<file path="src/sv/kmp_pkg.sv">
// kmp_pkg: shared types, codes and widths for the streaming KMP matcher.
// No dependencies; every other file of the matcher but kmp_checker imports it.
`default_nettype none

package kmp_pkg;

    localparam int REQ_W           = 2;
    localparam int CHAR_W          = 8;
    localparam int POS_W           = 32;
    localparam int CNT_W           = 16;
    localparam int ST_W            = 3;
    localparam int DEF_MAX_PATTERN = 64;
    localparam int Q_DEPTH         = 2;

    typedef enum logic [REQ_W-1:0] {
        OP_CLEAR   = 2'd0,
        OP_APPEND  = 2'd1,
        OP_TEXT    = 2'd2,
        OP_RESTART = 2'd3
    } t_op;

    typedef enum logic [ST_W-1:0] {
        ST_OK     = 3'd0,
        ST_FULL   = 3'd1,
        ST_NOPAT  = 3'd2,
        ST_LIMIT  = 3'd3,
        ST_POSSAT = 3'd4
    } t_status;

    typedef struct packed {
        t_op               op;
        logic [CHAR_W-1:0] ch;
    } t_item;

    typedef struct packed {
        logic             found;
        logic [POS_W-1:0] start;
        logic [CNT_W-1:0] total;
        t_status          status;
    } t_result;

endpackage

`default_nettype wire

</file>
<file path="src/sv/kmp_stream_matcher.sv">
// kmp_stream_matcher: top level of the streaming KMP matcher.
// Depends on kmp_pkg, kmp_front, kmp_engine and kmp_result_q.
//
//  channel   direction  handshake                 payload
//  --------  ---------  ------------------------  ----------------------------------------
//  request   in         push / full               i_req_type, i_char_value
//  result    out        empty / pop               o_match_found, o_match_start,
//                                                 o_match_total, o_status
//  config    in         i_cfg_we (no wait)        i_cfg_wdata (max_matches)
//
// Timing: every word first passes the request queue; clear, restart, a full or first append
// and a text word with no pattern finish in the engine's idle state, any other word also passes
// the compare state, one border fallback per cycle; fallbacks average at most one per text word.
// Reset (synchronous, active low) empties both queues and the pattern and text state, sets
// max_matches to 65535 and leaves the memories as they are.
// Stalls: two-entry queues at each end let producer, engine and consumer stall on their own.
`default_nettype none

module kmp_stream_matcher #(
    parameter int MAX_PATTERN = kmp_pkg::DEF_MAX_PATTERN
) (
    input  wire logic                       i_clk,
    input  wire logic                       i_rst_n,
    input  wire logic                       i_cfg_we,
    input  wire logic [kmp_pkg::CNT_W-1:0]  i_cfg_wdata,
    input  wire logic                       push,
    output logic                            full,
    input  wire logic [kmp_pkg::REQ_W-1:0]  i_req_type,
    input  wire logic [kmp_pkg::CHAR_W-1:0] i_char_value,
    output logic                            empty,
    input  wire logic                       pop,
    output logic                            o_match_found,
    output logic [kmp_pkg::POS_W-1:0]       o_match_start,
    output logic [kmp_pkg::CNT_W-1:0]       o_match_total,
    output logic [kmp_pkg::ST_W-1:0]        o_status
);
    import kmp_pkg::*;

    // request words between front and engine
    logic    item_valid;
    t_item   item;
    logic    item_pop;

    // result words between engine and output queue
    logic    res_push;
    logic    res_full;
    t_result res_in;
    t_result res_out;

    kmp_front u_front (
        .i_clk        (i_clk),
        .i_rst_n      (i_rst_n),
        .i_push       (push),
        .o_full       (full),
        .i_req_type   (i_req_type),
        .i_char_value (i_char_value),
        .o_item_valid (item_valid),
        .o_item       (item),
        .i_item_pop   (item_pop)
    );

    // engine starts a word only while the output queue has room, so its
    // single result push never meets a full queue
    kmp_engine #(
        .MAX_PATTERN (MAX_PATTERN)
    ) u_engine (
        .i_clk        (i_clk),
        .i_rst_n      (i_rst_n),
        .i_cfg_we     (i_cfg_we),
        .i_cfg_wdata  (i_cfg_wdata),
        .i_item_valid (item_valid),
        .i_item       (item),
        .o_item_pop   (item_pop),
        .i_res_full   (res_full),
        .o_res_push   (res_push),
        .o_res        (res_in)
    );

    kmp_result_q u_result_q (
        .i_clk   (i_clk),
        .i_rst_n (i_rst_n),
        .i_push  (res_push),
        .i_res   (res_in),
        .o_full  (res_full),
        .o_empty (empty),
        .o_res   (res_out),
        .i_pop   (pop)
    );

    // unpack the head result word onto its ports
    assign o_match_found = res_out.found;
    assign o_match_start = res_out.start;
    assign o_match_total = res_out.total;
    assign o_status      = res_out.status;

endmodule

`default_nettype wire

</file>
<file path="src/sv/kmp_front.sv">
// kmp_front: input queue; classifies each incoming word into an operation.
// Depends on kmp_pkg (t_item, t_op, Q_DEPTH).
`default_nettype none

module kmp_front (
    input  wire logic                      i_clk,
    input  wire logic                      i_rst_n,
    input  wire logic                      i_push,
    output logic                           o_full,
    input  wire logic [kmp_pkg::REQ_W-1:0] i_req_type,
    input  wire logic [kmp_pkg::CHAR_W-1:0] i_char_value,
    output logic                           o_item_valid,
    output kmp_pkg::t_item                 o_item,
    input  wire logic                      i_item_pop
);
    import kmp_pkg::*;

    localparam int PW = (Q_DEPTH > 1) ? $clog2(Q_DEPTH) : 1;
    localparam int CW = $clog2(Q_DEPTH + 1);

    t_item           r_mem [Q_DEPTH];
    logic [PW-1:0]   r_wr_ptr;
    logic [PW-1:0]   r_rd_ptr;
    logic [CW-1:0]   r_count;
    t_item           in_item;
    logic            wr;
    logic            rd;

    assign in_item.op   = t_op'(i_req_type);
    assign in_item.ch   = i_char_value;
    assign o_full       = (r_count == CW'(Q_DEPTH));
    assign o_item_valid = (r_count != '0);
    assign o_item       = r_mem[r_rd_ptr];
    assign wr           = i_push && !o_full;
    assign rd           = i_item_pop && o_item_valid;

    always_ff @(posedge i_clk) begin
        if (wr) begin
            r_mem[r_wr_ptr] <= in_item;
        end
    end

    always_ff @(posedge i_clk) begin
        if (!i_rst_n) begin
            r_wr_ptr <= '0;
            r_rd_ptr <= '0;
            r_count  <= '0;
        end else begin
            if (wr) begin
                r_wr_ptr <= (r_wr_ptr == PW'(Q_DEPTH - 1)) ? '0 : r_wr_ptr + PW'(1);
            end
            if (rd) begin
                r_rd_ptr <= (r_rd_ptr == PW'(Q_DEPTH - 1)) ? '0 : r_rd_ptr + PW'(1);
            end
            if (wr && !rd) begin
                r_count <= r_count + CW'(1);
            end else if (rd && !wr) begin
                r_count <= r_count - CW'(1);
            end
        end
    end

endmodule

`default_nettype wire

</file>
<file path="src/sv/kmp_engine.sv">
// kmp_engine: back end; holds pattern and border memories, runs the KMP steps.
// Depends on kmp_pkg (t_item, t_result, codes and widths).
`default_nettype none

module kmp_engine #(
    parameter int MAX_PATTERN = kmp_pkg::DEF_MAX_PATTERN
) (
    input  wire logic                      i_clk,
    input  wire logic                      i_rst_n,
    input  wire logic                      i_cfg_we,
    input  wire logic [kmp_pkg::CNT_W-1:0] i_cfg_wdata,
    input  wire logic                      i_item_valid,
    input  wire kmp_pkg::t_item            i_item,
    output logic                           o_item_pop,
    input  wire logic                      i_res_full,
    output logic                           o_res_push,
    output kmp_pkg::t_result               o_res
);
    import kmp_pkg::*;

    localparam int IW = (MAX_PATTERN > 1) ? $clog2(MAX_PATTERN) : 1;
    localparam int LW = $clog2(MAX_PATTERN + 1);

    typedef enum logic {
        S_IDLE,
        S_CMP
    } t_state;

    logic [CHAR_W-1:0] mem_pat [MAX_PATTERN];
    logic [IW-1:0]     mem_bor [MAX_PATTERN];

    t_state            r_state, n_state;
    logic [LW-1:0]     r_len, n_len;
    logic [IW-1:0]     r_build, n_build;
    logic [IW-1:0]     r_cursor, n_cursor;
    logic [POS_W-1:0]  r_pos, n_pos;
    logic [CNT_W-1:0]  r_cnt, n_cnt;
    logic [CNT_W-1:0]  r_max;
    t_op               r_op, n_op;
    logic [CHAR_W-1:0] r_c, n_c;
    logic [IW-1:0]     r_j, n_j;
    logic [POS_W-1:0]  r_pos_at, n_pos_at;
    logic              r_sat, n_sat;
    logic [CHAR_W-1:0] r_pat_q;
    logic [IW-1:0]     r_bor_q;

    logic [IW-1:0]     rd_addr;
    logic [IW-1:0]     bor_addr;
    logic              wr_en;
    logic [IW-1:0]     wr_addr;
    logic [CHAR_W-1:0] wr_pat;
    logic [IW-1:0]     wr_bor;
    logic [IW-1:0]     start_j;
    logic              eq;
    logic [LW-1:0]     jn;

    assign bor_addr = rd_addr - IW'(1);
    assign start_j  = (LW'(r_cursor) >= r_len) ? '0 : r_cursor;
    assign eq       = (r_pat_q == r_c);
    assign jn       = LW'(r_j) + LW'(eq);

    always_comb begin
        n_state    = r_state;
        n_len      = r_len;
        n_build    = r_build;
        n_cursor   = r_cursor;
        n_pos      = r_pos;
        n_cnt      = r_cnt;
        n_op       = r_op;
        n_c        = r_c;
        n_j        = r_j;
        n_pos_at   = r_pos_at;
        n_sat      = r_sat;
        rd_addr    = r_j;
        wr_en      = 1'b0;
        wr_addr    = r_len[IW-1:0];
        wr_pat     = r_c;
        wr_bor     = jn[IW-1:0];
        o_item_pop = 1'b0;
        o_res_push = 1'b0;
        o_res.found  = 1'b0;
        o_res.start  = '0;
        o_res.total  = r_cnt;
        o_res.status = ST_OK;
        case (r_state)
            S_IDLE: begin
                // start only with room for the result word
                if (i_item_valid && !i_res_full) begin
                    o_item_pop = 1'b1;
                    n_op       = i_item.op;
                    n_c        = i_item.ch;
                    case (i_item.op)
                        OP_CLEAR: begin
                            n_len       = '0;
                            n_build     = '0;
                            n_cursor    = '0;
                            n_pos       = '0;
                            n_cnt       = '0;
                            o_res.total = '0;
                            o_res_push  = 1'b1;
                        end
                        OP_RESTART: begin
                            n_cursor    = '0;
                            n_pos       = '0;
                            n_cnt       = '0;
                            o_res.total = '0;
                            o_res_push  = 1'b1;
                        end
                        OP_APPEND: begin
                            if (r_len == LW'(MAX_PATTERN)) begin
                                o_res.status = ST_FULL;
                                o_res_push   = 1'b1;
                            end else if (r_len == '0) begin
                                wr_en      = 1'b1;
                                wr_addr    = '0;
                                wr_pat     = i_item.ch;
                                wr_bor     = '0;
                                n_build    = '0;
                                n_len      = LW'(1);
                                o_res_push = 1'b1;
                            end else begin
                                n_j     = r_build;
                                rd_addr = r_build;
                                n_state = S_CMP;
                            end
                        end
                        OP_TEXT: begin
                            n_pos_at = r_pos;
                            n_sat    = &r_pos;
                            if (!(&r_pos)) begin
                                n_pos = r_pos + POS_W'(1);
                            end
                            if (r_len == '0) begin
                                o_res.status = ST_NOPAT;
                                o_res_push   = 1'b1;
                            end else begin
                                n_j     = start_j;
                                rd_addr = start_j;
                                n_state = S_CMP;
                            end
                        end
                        default: ;
                    endcase
                end
            end
            S_CMP: begin
                if (r_j != '0 && !eq) begin
                    // fall back along the border link, read the next pair at once
                    n_j     = r_bor_q;
                    rd_addr = r_bor_q;
                end else begin
                    n_state    = S_IDLE;
                    o_res_push = 1'b1;
                    if (r_op == OP_APPEND) begin
                        wr_en   = 1'b1;
                        n_build = jn[IW-1:0];
                        n_len   = r_len + LW'(1);
                    end else begin
                        o_res.status = r_sat ? ST_POSSAT : ST_OK;
                        if (jn == r_len) begin
                            if (r_cnt < r_max) begin
                                n_cnt       = r_cnt + CNT_W'(1);
                                o_res.found = 1'b1;
                                o_res.start = r_pos_at - (POS_W'(r_len) - POS_W'(1));
                                o_res.total = r_cnt + CNT_W'(1);
                            end else begin
                                o_res.status = ST_LIMIT;
                            end
                            n_cursor = r_build;
                        end else begin
                            n_cursor = jn[IW-1:0];
                        end
                    end
                end
            end
            default: n_state = S_IDLE;
        endcase
    end

    always_ff @(posedge i_clk) begin
        if (wr_en) begin
            mem_pat[wr_addr] <= wr_pat;
            mem_bor[wr_addr] <= wr_bor;
        end
        r_pat_q <= mem_pat[rd_addr];
        r_bor_q <= mem_bor[bor_addr];
    end

    always_ff @(posedge i_clk) begin
        if (!i_rst_n) begin
            r_state  <= S_IDLE;
            r_len    <= '0;
            r_build  <= '0;
            r_cursor <= '0;
            r_pos    <= '0;
            r_cnt    <= '0;
            r_max    <= '1;
        end else begin
            r_state  <= n_state;
            r_len    <= n_len;
            r_build  <= n_build;
            r_cursor <= n_cursor;
            r_pos    <= n_pos;
            r_cnt    <= n_cnt;
            if (i_cfg_we) begin
                r_max <= i_cfg_wdata;
            end
        end
    end

    always_ff @(posedge i_clk) begin
        r_op     <= n_op;
        r_c      <= n_c;
        r_j      <= n_j;
        r_pos_at <= n_pos_at;
        r_sat    <= n_sat;
    end

endmodule

`default_nettype wire

</file>
<file path="src/sv/kmp_result_q.sv">
// kmp_result_q: output queue of result words toward the consumer.
// Depends on kmp_pkg (t_result, Q_DEPTH).
`default_nettype none

module kmp_result_q (
    input  wire logic             i_clk,
    input  wire logic             i_rst_n,
    input  wire logic             i_push,
    input  wire kmp_pkg::t_result i_res,
    output logic                  o_full,
    output logic                  o_empty,
    output kmp_pkg::t_result      o_res,
    input  wire logic             i_pop
);
    import kmp_pkg::*;

    localparam int PW = (Q_DEPTH > 1) ? $clog2(Q_DEPTH) : 1;
    localparam int CW = $clog2(Q_DEPTH + 1);

    t_result         r_mem [Q_DEPTH];
    logic [PW-1:0]   r_wr_ptr;
    logic [PW-1:0]   r_rd_ptr;
    logic [CW-1:0]   r_count;
    logic            wr;
    logic            rd;

    assign o_full  = (r_count == CW'(Q_DEPTH));
    assign o_empty = (r_count == '0);
    assign o_res   = r_mem[r_rd_ptr];
    assign wr      = i_push && !o_full;
    assign rd      = i_pop && !o_empty;

    always_ff @(posedge i_clk) begin
        if (wr) begin
            r_mem[r_wr_ptr] <= i_res;
        end
    end

    always_ff @(posedge i_clk) begin
        if (!i_rst_n) begin
            r_wr_ptr <= '0;
            r_rd_ptr <= '0;
            r_count  <= '0;
        end else begin
            if (wr) begin
                r_wr_ptr <= (r_wr_ptr == PW'(Q_DEPTH - 1)) ? '0 : r_wr_ptr + PW'(1);
            end
            if (rd) begin
                r_rd_ptr <= (r_rd_ptr == PW'(Q_DEPTH - 1)) ? '0 : r_rd_ptr + PW'(1);
            end
            if (wr && !rd) begin
                r_count <= r_count + CW'(1);
            end else if (rd && !wr) begin
                r_count <= r_count - CW'(1);
            end
        end
    end

endmodule

`default_nettype wire

</file>
<file path="config.mk">
export PLATFORM = sky130hd
export DESIGN_NAME = kmp_stream_matcher
export DESIGN_NICKNAME = d
export VERILOG_FILES = /design/src/sv/kmp_pkg.sv /design/src/sv/kmp_stream_matcher.sv /design/src/sv/kmp_front.sv /design/src/sv/kmp_engine.sv /design/src/sv/kmp_result_q.sv
export SDC_FILE = /design/constraint.sdc
export NUM_CORES = 2
export LEC_CHECK = 0
export BUFFER_PORTS_ARGS = -buffer_cell sky130_fd_sc_hd__buf_4
export CAP_MARGIN = 25
export CORE_MARGIN = 2
export CORE_UTILIZATION = 63
export CTS_CLUSTER_DIAMETER = 120
export DETAILED_ROUTE_END_ITERATION = 10
export PLACE_DENSITY = 0.78
export SLEW_MARGIN = 10
export SYNTH_ARGS = -nofsm -noshare
export SYNTH_HDL_FRONTEND = slang
export SYNTH_SLANG_ARGS = --single-unit
</file>
<file path="constraint.sdc">
create_clock -name i_clk -period 5.9 [get_ports i_clk]
set_clock_uncertainty 0.15 [all_clocks]
set_input_delay 1.18 -clock i_clk [delete_from_list [all_inputs] [get_ports i_clk]]
set_output_delay 1.18 -clock i_clk [all_outputs]
set_load 0.02 [all_outputs]
</file>
==> Word-level counts from Yosys, hierarchy flattened <==
Memories as Yosys holds them, arrays and structs flattened. A register that Yosys moved wholly into a read port is not among the register bits.
Index checks and enable logic that the tools add are counted.
{ "op_classes": {"n_mux": 102, "n_bitwise": 1, "n_reduce_logical": 34, "eq_ne": 20, "add_sub_neg": 15, "n_lt_le_gt_ge": 2} }
{ "ops": {"columns": ["operator", "count"], "rows": [
  ["52-bit 2-to-1 mux", 3],
  ["6-bit 2-to-1 mux", 26],
  ["16-bit 2-to-1 mux", 6],
  ["32-bit one-hot mux with 2 select lines", 1],
  ["6-bit one-hot mux with 2 select lines", 5],
  ["49-bit 2-to-1 mux", 1],
  ["8-bit 2-to-1 mux", 5],
  ["19-bit one-hot mux with 2 select lines", 1],
  ["7-bit 2-to-1 mux", 5],
  ["33-bit 2-to-1 mux", 1],
  ["32-bit by 1-bit adder with 32-bit output (second input constant)", 1],
  ["32-bit 2-to-1 mux", 1],
  ["16-bit one-hot mux with 2 select lines", 1],
  ["32-bit AND reduction", 1],
  ["32-bit subtractor", 1],
  ["1-bit 2-to-1 mux", 30],
  ["7-bit one-hot mux with 2 select lines", 2],
  ["19-bit 2-to-1 mux", 1],
  ["16-bit by 1-bit adder with 16-bit output (second input constant)", 1],
  ["16-bit < comparator", 1],
  ["2-bit inequality test (second input constant)", 7],
  ["1-bit logical AND", 10],
  ["2-bit 2-to-1 mux", 5],
  ["2-bit equality test (second input constant)", 4],
  ["other kinds (31)", 54]
]} }
{ "word_totals": {"register_bits": 141, "out_inout_bits": 54, "ram_bits": 1020, "mem_count": 4} }
{ "mem_list": {"columns": ["name", "depth", "word_bits", "rd", "rd_clocked_by_memory_dff", "write_ports", "line", "source"], "rows": [
  ["u_engine.mem_pat", 64, 8, 1, 1, 1, "kmp_engine.sv:29", "logic [CHAR_W-1:0] mem_pat [MAX_PATTERN];"],
  ["u_engine.mem_bor", 64, 6, 1, 1, 1, "kmp_engine.sv:30", "logic [IW-1:0] mem_bor [MAX_PATTERN];"],
  ["u_result_q.r_mem", 2, 52, 1, 1, 1, "kmp_result_q.sv:20", "t_result r_mem [Q_DEPTH];"],
  ["u_front.r_mem", 2, 10, 1, 1, 1, "kmp_front.sv:21", "t_item r_mem [Q_DEPTH];"]
]} }

==> Depth between registers and ports, before layout <==
{ "depth": {"word_depth": 11, "depth_mapped": 21, "depth_no_buf": 17} }

==> Hierarchy <==
Synthesis repeated with hierarchy kept, for this count alone.
{ "unflattened": {"hier_cells": 3803, "hier_area_um2": 49587.6} }
{ "by_module_without_submodules": {"columns": ["mod", "cells_each", "area_per_inst_um2", "seq_area_each_um2", "instances"], "rows": [
  ["kmp_engine", 3559, 44654.1, 30279.0, 1],
  ["kmp_result_q", 187, 3985.1, 3223.1, 1],
  ["kmp_front", 57, 948.4, 700.7, 1]
]} }

==> Worst setup path before layout <==
No wires, ideal clock.
{ "synth_timing": {"path_type": "register to register", "start": "reg with a tool-made name", "end": "mem u_result_q.r_mem[0][0] (netlist name) (enable)", "t_required_ns": 5.282, "setup_slack_ns": 0.822, "setup_ns": 0.468, "t_arrival_ns": 4.459, "stages_incl_launch_ff": 8, "cell_sequence": "dfxtp_1 -> clkbuf_1 -> mux2i_1 -> ha_1 -> nand2b_1 -> a211o_1 -> a211oi_1 -> nor2b_1"} }
{ "synth_lines": {"columns": ["item", "line"], "rows": [
  ["end: declaration", "kmp_result_q.sv:20"]
]} }

==> results.ini <==
[sta]
hold-worst-slack_ns=0.327
slew_headroom_pct=28.0
final_max_slew_viol_count=0
hold_viol_final=0
worstMarginPinSlew_ns=1.08
fmax_ghz=0.175
min_period_ns=5.71
period_share_pct=96.8
rsz0062_at_grt=false
setup_viol=0
fin_tns_setup_ns=0
finalWorstSetupSlack_ns=0.189

[floorplan]
num_io_pins=85
fp.coreArea_um2=76200
rows=101
die_x_um=282
start_util_pct=63.9
die_y_um=282
die_area_um2=79500

[clock_network]
post_cts_buffers=0
clock-sinks=1177
cts_buffer_depth=3
numCtsBuffers=114
cts_tree=yes
cts_root_buffer=clkbuf_16
clk_latency_ns=0.69
clk_pin_slew_ns=0.06
cts_max_level=3
holdBufCountCts=0

[placement]
postPlaceCellArea_um2=51000
gp_congestion=0.968
hpwl_mm=77.5
pre_cts_ws_ns=0.356
placed_cells=4788
port-buffer-count=84

[finish]
fin_area_um2=54800
syn_to_final_growth_pct=12.6
fillers=4898
fin_nets=3975
fin_util_pct=71.9
drive_gt1_share_pct=13.7
final_cells=5004

[global_route]
grt_usage_pct=31.4
overflow=0
antenna_found_initial=2
grt_pass1_vias=30600
grt_pass1_wl_mm=186
grt_max_degree=158

[setup_path]
crit_type=flip-flop to flip-flop
path_cells=mux2i_1 -> ha_1 -> nor2b_1 -> or3b_1 -> o22a_1 -> a311oi_1 -> or2_4 -> inv_4 -> buf_12 -> nor2_2 -> buf_4 -> nand3_1 -> and4_1 -> a31oi_1 -> o311ai_0
cp_slowest_cell=dfxtp_1
critPathMaxStageDelay_ns=0.63
crit_arrival_ns=6.10
start_kind=flip-flop
critPathCaptureType=flip-flop
required_ns=6.29
ff2ff_setup_slack_ns=0.19
worstPathMaxFanout=66

[worst_hold_path]
hp-class=flip-flop to flip-flop

[job]
drv_cap=0

[yosys]
synth.largest_area_cell=edfxtp_1
synth.distinct_cells=86
ys.warnings.count=0
synth.area.top_cells=edfxtp_1 66%, nand2_1 5.5%, dfxtp_1 4.7%
synth_top_area_share_pct=65.6
synth_edf_count=1063
ys_async_sr_fraction_pct=0
netlist_area_um2=48700
synth_commonest_cells=1063 x edfxtp_1, 709 x nand2_1, 349 x nand3_1
synth_most_common_cell=edfxtp_1
synth_flop_cell=edfxtp_1
yosysSeqAreaShare_pct=70.3
syn_area_per_cell_um2=13.1
synth_seq_cells=1177
syn_nets=3813
syn_inst=3713

[route]
vias=31900
route.detailed.wl_per_inst_um=24.9
drt_iter0_markers=4320
firstDrtPassIters=6
via_per_inst=6.37
drt-total-wl_mm=125
route.detailed.drc=0
ant_nets=0

[pwr]
vdd_drop_max_mv=0.430
cellPowerDensity_nw_per_um2=451
leakage_nw=19.4
finalPower_mw=24.7

[outcome]
status=complete, no violations

-- registers in the layout, indices dropped and copies added (netlist names), 6 cells and up, named ones only --
register	count
u_engine.mem_pat	512
u_engine.mem_bor	384
u_result_q.r_mem	104
u_engine.r_pos	32
u_engine.r_pos_at	32
u_front.r_mem	20
u_engine.r_cnt	16
u_engine.r_max	16
u_engine.r_c	8
u_engine.r_pat_q	8
u_engine.r_len	7
u_engine.r_bor_q	6
u_engine.r_build	6
u_engine.r_cursor	6
u_engine.r_j	6
-- cells by family after synthesis --
kind of cell | after synthesis | share of synthesized area, %
xor gates and xnor gates | 103 | 1.87
AOI/OAI and AO/OA | 452 | 6.43
buffers and inverters | 240 | 2.33
DFF | 1177 | 70.3
and+or+nand+nor | 1526 | 14.0
adders and majority gates | 69 | 1.79
muxes | 146 | 3.31
-- final cells by class --
class | instances | area (um^2) | area share (%)
flip-flops and latches | 1177 | 34200 | 62.4
repair buffers | 237 | 1950 | 3.56
clock inverters | 75 | 697 | 1.27
well taps | 1030 | 1290 | 2.35
clock buffers | 139 | 3050 | 5.57
inverters | 49 | 199 | 0.363
multi-input cells | 2296 | 13400 | 24.5
diodes | 1 | 2.50 | 0.00457
-- critical path: cells and delay by family (launching register included) --
kind	cells	cell delay, ns
fa+ha+maj	1	0.29
flops	1	0.63
mux	1	0.40
simple gates	6	1.78
compound gates	4	1.50
buf+inv	3	0.75
-- per-layer routing --
metal	vias up	track usage, %	share of wire [%]
met5	-	0	0.010
met4	2	14.0	4.4
met3	325	6.01	10
met2	1908	50.9	48
met1	15500	41.7	37
li1	14100	-	-
-- final timing paths --
check / start / to / cells past startpoint
setup / recovery: flip-flop / u_engine.r_pat_q[5]$_DFF_P_ / 15
hold / removal: u_engine.r_pos[20]$_SDFFE_PN0P_ / u_engine.r_pos_at[20]$_DFFE_PP_ / 0
setup reg to reg: flip-flop / u_engine.r_pat_q[5]$_DFF_P_ / 15
hold reg to reg: u_engine.r_pos[20]$_SDFFE_PN0P_ / u_engine.r_pos_at[20]$_DFFE_PP_ / 0
-- cell usage in the layout, fill, tap and decap left out, drive strengths merged, types with 21 or more instances in the layout --
master,count
nand4,68
a31oi,39
nor2,236
nand2,709
and3,31
xor2,59
ha,68
inv,51
xnor2,44
clkinv,60
nor3,44
a221oi,21
edfxtp,1063
buf,237
dfxtp,114
clkbuf,139
a32oi,45
nand3,349
a21o,24
o21ai,60
mux2i,58
a21oi,111
mux2,85
-- power breakdown --
part | switching, mW | internal, mW | leakage, nW
clock network | 3.10 | 4.13 | 1.84
logic | 4.76 | 2.04 | 7.05
registers | 0.254 | 10.4 | 10.5
-- what timing repair did --
action | 4_1_cts | 5_1_grt
endpoints found under the setup margin | 0 | 1
resized for setup | 0 | 1
endpoints found under the hold margin | 0 | 0
Note: power is estimated with default switching activity, not from simulation.
